<file path="config.mk">
export PLATFORM = sky130hd
export DESIGN_NAME = bscr_cfg_regs
export DESIGN_NICKNAME = d
export VERILOG_FILES = /design/src/rtl/bscr_pkg.sv /design/src/rtl/bscr_cfg_regs.sv
export SDC_FILE = /design/constraint.sdc
export NUM_CORES = 1
export LEC_CHECK = 0
export BUFFER_PORTS_ARGS = -buffer_cell sky130_fd_sc_hd__buf_2
export CAP_MARGIN = 30
export CORE_MARGIN = 8
export CORE_UTILIZATION = 25
export DETAILED_ROUTE_END_ITERATION = 8
export SLEW_MARGIN = 0
export SYNTH_ARGS = -nofsm -noshare
export SYNTH_HDL_FRONTEND = slang
export SYNTH_SLANG_ARGS = --single-unit
export TNS_END_PERCENT = 1
</file>
<file path="constraint.sdc">
create_clock -name clk -period 1.4 [get_ports clk]
set_clock_uncertainty 0.15 [all_clocks]
set_input_delay 0.14 -clock clk [delete_from_list [all_inputs] [get_ports clk]]
set_output_delay 0.14 -clock clk [all_outputs]
set_load 0.02 [all_outputs]
</file>
<file path="src/rtl/bscr_pkg.sv">
// shared types and constants of the block storage card register block
// no dependencies; compiled first
`timescale 1ns / 1ps
`default_nettype none

package bscr_pkg;

    localparam int BYTE_W      = 8;
    localparam int REG_OFS_W   = 4;
    localparam int BLOCK_NUM_W = 16;
    localparam int CFG_UNITS   = 2;
    localparam int PRES_W      = 2;
    localparam int COUNT_W     = 7;
    localparam int APB_AW      = 5;
    localparam int APB_DW      = 32;
    localparam int CFG_IDX_W   = 3;

    // access direction
    localparam logic KIND_READ  = 1'b0;
    localparam logic KIND_WRITE = 1'b1;

    // device register offsets
    localparam logic [REG_OFS_W-1:0] OFS_SELECT   = 4'd0;
    localparam logic [REG_OFS_W-1:0] OFS_BLOCK_LO = 4'd1;
    localparam logic [REG_OFS_W-1:0] OFS_BLOCK_HI = 4'd2;
    localparam logic [REG_OFS_W-1:0] OFS_DATA     = 4'd3;
    localparam logic [REG_OFS_W-1:0] OFS_STATUS   = 4'd4;

    // presence codes
    localparam logic [PRES_W-1:0] PRES_ABSENT = 2'd0;
    localparam logic [PRES_W-1:0] PRES_LOADED = 2'd2;

    localparam logic [COUNT_W-1:0] COUNT_RESET = 7'd64;

    // returned bytes
    localparam logic [BYTE_W-1:0] BYTE_FAIL        = 8'hFF;
    localparam logic [BYTE_W-1:0] STATUS_NO_MEDIUM = 8'h80;
    localparam logic [BYTE_W-1:0] STATUS_LOCKED    = 8'h40;

    // configuration register indexes
    localparam logic [CFG_IDX_W-1:0] CFG_PRES0  = 3'd0;
    localparam logic [CFG_IDX_W-1:0] CFG_PRES1  = 3'd1;
    localparam logic [CFG_IDX_W-1:0] CFG_PROT0  = 3'd2;
    localparam logic [CFG_IDX_W-1:0] CFG_PROT1  = 3'd3;
    localparam logic [CFG_IDX_W-1:0] CFG_COUNT0 = 3'd4;
    localparam logic [CFG_IDX_W-1:0] CFG_COUNT1 = 3'd5;

    typedef struct packed {
        logic [CFG_UNITS-1:0][PRES_W-1:0]  presence;
        logic [CFG_UNITS-1:0]              protect;
        logic [CFG_UNITS-1:0][COUNT_W-1:0] count;
    } cfg_t;

    typedef struct packed {
        logic rd;
        logic wr;
    } med_ctl_t;

    typedef enum logic [3:0] {
        ST_IDLE,
        ST_DECODE,
        ST_ADDR,
        ST_RD_ISSUE,
        ST_RD_WAIT,
        ST_PRIME,
        ST_PRIME_LAST,
        ST_STAGE,
        ST_COMMIT,
        ST_COMMIT_LAST,
        ST_DONE
    } state_t;

endpackage

`default_nettype wire

</file>
<file path="src/rtl/bscr_cfg_regs.sv">
// apb configuration registers: presence, protect and block count of units 0 and 1
// depends on bscr_pkg
`timescale 1ns / 1ps
`default_nettype none

module bscr_cfg_regs (
    input  logic                           clk,
    input  logic                           rst_n,
    input  logic                           psel,
    input  logic                           penable,
    input  logic                           pwrite,
    input  logic [bscr_pkg::APB_AW-1:0]    paddr,
    input  logic [bscr_pkg::APB_DW-1:0]    pwdata,
    output logic [bscr_pkg::APB_DW-1:0]    prdata,
    output logic                           pready,
    output bscr_pkg::cfg_t                 cfg
);
    import bscr_pkg::*;

    cfg_t                 cfg_reg;
    cfg_t                 cfg_next;
    logic [CFG_IDX_W-1:0] idx;

    assign idx    = paddr[APB_AW-1:2];
    assign pready = 1'b1;
    assign cfg    = cfg_reg;

    always_comb
    begin
        cfg_next = cfg_reg;
        if (psel && penable && pwrite)
        begin
            case (idx)
                CFG_PRES0:  cfg_next.presence[0] = pwdata[PRES_W-1:0];
                CFG_PRES1:  cfg_next.presence[1] = pwdata[PRES_W-1:0];
                CFG_PROT0:  cfg_next.protect[0]  = pwdata[0];
                CFG_PROT1:  cfg_next.protect[1]  = pwdata[0];
                CFG_COUNT0: cfg_next.count[0]    = pwdata[COUNT_W-1:0];
                CFG_COUNT1: cfg_next.count[1]    = pwdata[COUNT_W-1:0];
                default: ;
            endcase
        end
    end

    always_comb
    begin
        prdata = '0;
        case (idx)
            CFG_PRES0:  prdata[PRES_W-1:0]  = cfg_reg.presence[0];
            CFG_PRES1:  prdata[PRES_W-1:0]  = cfg_reg.presence[1];
            CFG_PROT0:  prdata[0]           = cfg_reg.protect[0];
            CFG_PROT1:  prdata[0]           = cfg_reg.protect[1];
            CFG_COUNT0: prdata[COUNT_W-1:0] = cfg_reg.count[0];
            CFG_COUNT1: prdata[COUNT_W-1:0] = cfg_reg.count[1];
            default: ;
        endcase
    end

    always_ff @(posedge clk or negedge rst_n)
    begin
        if (!rst_n)
        begin
            cfg_reg.presence <= {CFG_UNITS{PRES_ABSENT}};
            cfg_reg.protect  <= '0;
            cfg_reg.count    <= {CFG_UNITS{COUNT_RESET}};
        end
        else
        begin
            cfg_reg <= cfg_next;
        end
    end

endmodule

`default_nettype wire

</file>
==> results.md, run 1 <==
* Outcome: finished with violations
* Failing checks: setup timing
* Compound-gate portion of the synthesized area at 2.19%
* Global-route wire length before repair at 4590 microns
* Clock latency on the worst-skew pair at 250 ps
* Syn Std Cell Area at 1200 sq um
* Worst-path fanout max at 2
* Clk buf depth at 2
* Wire per inst at 13.5 microns
* Slowest CP cell: mux4_2
* Setup bufs post-CTS at 0
* Post-route cell area at 1580 sq um
* Xor/xnor share of the synthesized area at 0%
* Unrepaired setup endpoints after global routing: true
* CTS root buffer: clkbuf_8
* Mapped Avg Cell Area at 11.9 sq um
* Number of vias per cell at 4.08
* Main combinational cell family by area after synthesis: multiplexers
* Post-synthesis sequential area ratio at 41.9%
* Drt total wl at 2880 microns
* Max FFs per register at 20
* Layout area overhead at 31.4%
* Adder-cell share of the synthesized area at 0%
* Port buffer count at 41
* X dimension of the die at 85.3 microns
* Crit. End Element: primary output
* Starting DRT DRC Count at 3
* Clk sinks at 20
* Post-synthesis instance total at 101
* Nets@finish at 202
* Die Span Y at 85.3 microns
* Max-Cap Viols at 0
* TritonCTS clock tree: yes
* Critical Path AT at 1400 ps
* GPL Wtd Cong at 0.724
* Ys flop type: dfrtp_1
* Antenna Nets Post-Route at 0
* Post-synth top area cell: dfrtp_1
* Share of cells above drive strength 1 at 52.8%
* Worst hold path type: input port to flip-flop
* Vias in the first global route at 947
* Largest net degree at the start of global routing at 21
* Yosys synthesis warning count at 0
* Die area at 7280 sq um
* Pins over their slew limit at 0
* Final hold viol count at 0
* Final setup fails at 2
* CTS buffer count at 3
* Core box area at 4690 sq um
* Antenna violations before repair at 0
* Worst IR Drop VDD at 731 uV
* Critical-path cell list: mux4_2, and2b_1, buf_6
* I/O pin total at 95
* Max Clock Freq at 0.593 GHz
* Yosys cell types at 25
* Tcrit/Tclk final at 121%
* DRC violations left at 0
* CP Class: flip-flop to primary output
* Top cells by count, synth: buf_4, dfrtp_1, mux2_2
* Final WS setup at -287 ps
* Most instantiated library cell after synthesis: buf_4
* Initial Util at 25.6%
* Critical Path Max Stage Delay at 450 ps
* Post-synth EDFFs at 0
* Part of the power in registers at 41.8%
* Post-synthesis simple-gate area fraction at 10.5%
* Final worst path period need at 1690 ps
* FP Rows at 25
* First-pass iteration count of the detailed router at 3
* Global route overflow at 0
* Worst Setup Start Kind: flip-flop
* Power per cell area at 1170 nW/um^2
* Logic pwr share at 37.7%
* Yosys reg bits at 20
* Cell area after placement at 1450 sq um
* ANT cells at 0
* DR vias at 868
* Top-area cell type share of the netlist area at 37.5%
* Clk slew on worst S/H paths at 70 ps
* Synth async-reset ratio at 100%
* Cell Int Power at 1.20 mW
* Total track usage at 7.75%
* DP HPWL at 2310 microns
* H-Tree Depth at 1
* Synth top area cells: dfrtp_1, buf_4, mux2_2, mux2i_1, dfstp_2
* Leak Pwr at 0.840 nW
* Clk pwr share at 20.4%
* Final Power at 1.85 mW
* Switching Power at 0.650 mW
* Fraction of synthesized area in multiplexers at 27.1%
* CP Data Required Time at 1110 ps
* Switching Share at 35.2%
## timing repair
action,CTS,global route
endpoints found under the hold margin,28,0
setup endpoints to repair,3,3
hold buffers,6,0
resized for setup,6,0
pin swaps,2,1
## critical path, delay by kind of cell (launching register included)
family / cells / cell delay [ps]
buffers and inverters: 1 / 130
AND/OR/NAND/NOR: 1 / 180
multiplexers: 1 / 450
flip-flops: 1 / 380
## cell usage in the layout (no fill, tap or decap), types with 2 or more instances in the layout
cell and instances:
buf_2 38, conb_1 26, mux2_2 18, dfrtp_1 18, buf_4 12, mux2i_1 7
nor2_1 7, dlygate4sd3_1 6, clkbuf_8 3, nand2b_1 2, mux2_4 2, dfstp_2 2
buf_6 2
## cell type report
class	count	area (sq um)
clock buffer	4	45.0
fill	476	3110
multi-input combinational	76	579
tap	54	67.6
sequential	20	503
timing repair buffer	59	383
## metal layers
| layer | share of wire (%) | up-vias | GRT usage [%] |
|---|---|---|---|
| li1 | - | 415 | - |
| met1 | 42 | 405 | 8.27 |
| met2 | 45 | 48 | 13.2 |
| met3 | 13 | 0 | 3.96 |
| met4 | 0 | 0 | 1.91 |
| met5 | 0 | - | 0 |
## final timing paths
path	from	cells after the start	end	slack, ps
setup reg to reg	cfg[1]	2	cfg[1]	370
hold reg to reg	cfg[0]	1	cfg[0]	380
min in group asynchronous	rst_n	2	cfg[11]	220
max in group asynchronous	rst_n	2	cfg[6]	540
setup / recovery	cfg[1]	3	prdata[1]	-290
hold / removal	pwdata[1]	2	cfg[17]	20
## power by group through the flow
| stage | clock network (mW) | logic (mW) | registers [mW] |
|---|---|---|---|
| after floorplan | 0 | 0.327 | 0.925 |
| after global placement | 0 | 0.675 | 0.783 |
| after detailed placement | 0 | 0.681 | 0.785 |
| after CTS | 0.399 | 0.709 | 0.775 |
| after global routing | 0.422 | 0.757 | 0.792 |
| final | 0.378 | 0.698 | 0.773 |
## kinds of logic after synthesis
group | Yosys count
flops | 20
buf+inv | 29
compound gates | 4
simple gates | 18
other cells | 2
mux | 28
## per-stage QoR
| stage | instances | util (%) | setup slack [ps] | hold slack (ps) | TNS [ps] |
|---|---|---|---|---|---|
| CTS | 213 | 33.6 | -318 | 21.9 | -406 |
| global route | 213 | 33.6 | -368 | 23.3 | -519 |
| detailed placement | 203 | 31.0 | -63.5 | -36.2 | -422 |
| global placement | 203 | 31.0 | -57.0 | -34.2 | -341 |
| finish | 213 | 33.6 | -287 | 18.9 | -347 |
| floorplan | 125 | - | -29.7 | -306 | -29.7 |
Note: power is estimated with default switching activity, not from simulation.
==> inputs of run 2 (changes only) <==
--- a/config.mk
+++ b/config.mk
@@ -10,6 +10,8 @@
 export CORE_MARGIN = 8
 export CORE_UTILIZATION = 25
 export DETAILED_ROUTE_END_ITERATION = 8
+export RECOVER_POWER = 100
+export SKIP_CTS_REPAIR_TIMING = 1
 export SLEW_MARGIN = 0
 export SYNTH_ARGS = -nofsm -noshare
 export SYNTH_HDL_FRONTEND = slang
==> run 2 against run 1 <==
The flow still finishes with violations (setup timing). Global-route usage down 0.10 points. Sequential share of layout area up 1.5 points. Total power down 2.6%. Largest power group unchanged. Combinational power down 7.0%. Routed wire length down 1.1%. Via count down 0.69%.
==> results.md, run 2 (synthesis results as in run 1) <==
* GPL Wtd Cong at 0.724
* Length in cells of the worst reg-to-reg path at 2
* Buf/Inv on CP at 1
* Final setup fails at 2
* Final core utilization at 32.1%
* Leak Pwr at 0.748 nW
* Worst reg2reg setup slack at 370 ps
* Critical Path AT at 1400 ps
* Critical-path cell list: mux4_2, and2b_1, buf_6
* Total track usage at 7.65%
* Worst IR Drop VDD at 708 uV
* Worst relative slew slack at 66.1%
* Pins over their slew limit at 0
* DR vias at 862
* Final hold viol count at 0
* Met2 wire len at 1330 microns
* Worst hold path type: input port to flip-flop
* Port buffer count at 41
* Crit. End Element: primary output
* Worst-path fanout max at 2
* Top Layer Used: met3
* Clk buf depth at 2
* Slowest CP cell: mux4_2
* Critical path's top delay family: multiplexers
* Final worst path period need at 1690 ps
* Worst Setup Start Kind: flip-flop
* CTS buffer count at 3
* Met1 Routed Length at 1160 microns
* Drt total wl at 2850 microns
* ANT cells at 0
* DP HPWL at 2310 microns
* Die area at 7280 sq um
* First-pass iteration count of the detailed router at 3
* CP Class: flip-flop to primary output
* Capture point of the worst reg-to-reg path: cfg[1]
* Cell Count, Final, Fillers Out at 213
* Tcrit/Tclk final at 121%
* Antenna Nets Post-Route at 0
* Post-route cell area at 1510 sq um
* Nets@finish at 202
* CP Data Required Time at 1110 ps
* Wire per inst at 13.4 microns
* Share of cells above drive strength 1 at 37.1%
* Failing checks: setup timing
* Hold Crit Endpoint: cfg[17]
* TritonCTS clock tree: yes
* CTS root buffer: clkbuf_8
* Commonest non-fill, non-tap cell in the layout: conb_1
* Core box area at 4690 sq um
* FP Rows at 25
* Starting DRT DRC Count at 1
* Clk sinks at 20
* Max FFs per register at 20
* Clock latency on the worst-skew pair at 250 ps
* Die Span Y at 85.3 microns
* Worst r2r src: cfg[1]
* Unrepaired setup endpoints after global routing: true
* Layout area overhead at 25.3%
* Met3 WL at 356 microns
* Outcome: finished with violations
* Number of vias per cell at 4.05
* Worst-margin pin slew at 509 ps
* Vias in the first global route at 927
* Max-Cap Viols at 0
* Initial Util at 25.6%
* X dimension of the die at 85.3 microns
* Placed Instances at 203
* Global route overflow at 0
* Cell area after placement at 1450 sq um
* Most frequent cells in the layout: conb_1, clkbuf_1, mux2_2, dfrtp_1, buf_2
* Power per cell area at 1200 nW/um^2
* H-Tree Depth at 1
* Critical Path Max Stage Delay at 450 ps
* CP Launch Point: cfg[1]
* I/O pin total at 95
* Max Clock Freq at 0.592 GHz
* Clk slew on worst S/H paths at 70 ps
* Global-route wire length before repair at 4550 microns
* Min Hold Slack at 19.2 ps
* Final Power at 1.80 mW
* Largest net degree at the start of global routing at 21
* Hold Path Stages at 2
* Hold Startpoint: pwdata[1]
* Final WS setup at -288 ps
* DRC violations left at 0
* Antenna violations before repair at 0
## run 2: cell count changes in the layout (fill, tap and decap cells not counted), sizes merged
cell / previous run / this run
clkbuf: 4 / 31
buf: 53 / 26
## run 2: metrics by stage
step / worst slack [ps] / setup TNS [ps]
final: -288 / -388
after global routing: -368 / -806
after CTS: -329 / -521
after detailed placement: -63.5 / -422
after global placement: -57.0 / -341
after floorplan: -29.7 / -29.7
## run 2: power breakdown
| group | total (mW) | switching [mW] | internal, mW |
|---|---|---|---|
| Clock | 0.377 | 0.175 | 0.202 |
| Sequential | 0.775 | 0.0758 | 0.700 |
| Combinational | 0.649 | 0.396 | 0.253 |
## run 2: worst max path at each step
stage                      to  slack [ps]  cells after the start
floorplan           prdata[1]         -30                      2
global placement       cfg[0]         -60                      5
detailed placement     cfg[2]         -60                      5
CTS                 prdata[1]        -330                      3
global route        prdata[1]        -370                      3
finish              prdata[1]        -290                      3
## run 2: final cells by class
class,count,area [sq um]
clock buffers,4,45.0
flip-flops and latches,20,503
repair buffers,59,337
fillers,491,3190
multi-input cells,76,553
well taps,54,67.6
## run 2: routing by layer
metal,track usage (%),vias to the layer above
li1,-,411
met5,0,-
met1,8.22,403
met3,4.05,0
met2,12.9,48
met4,1.91,0
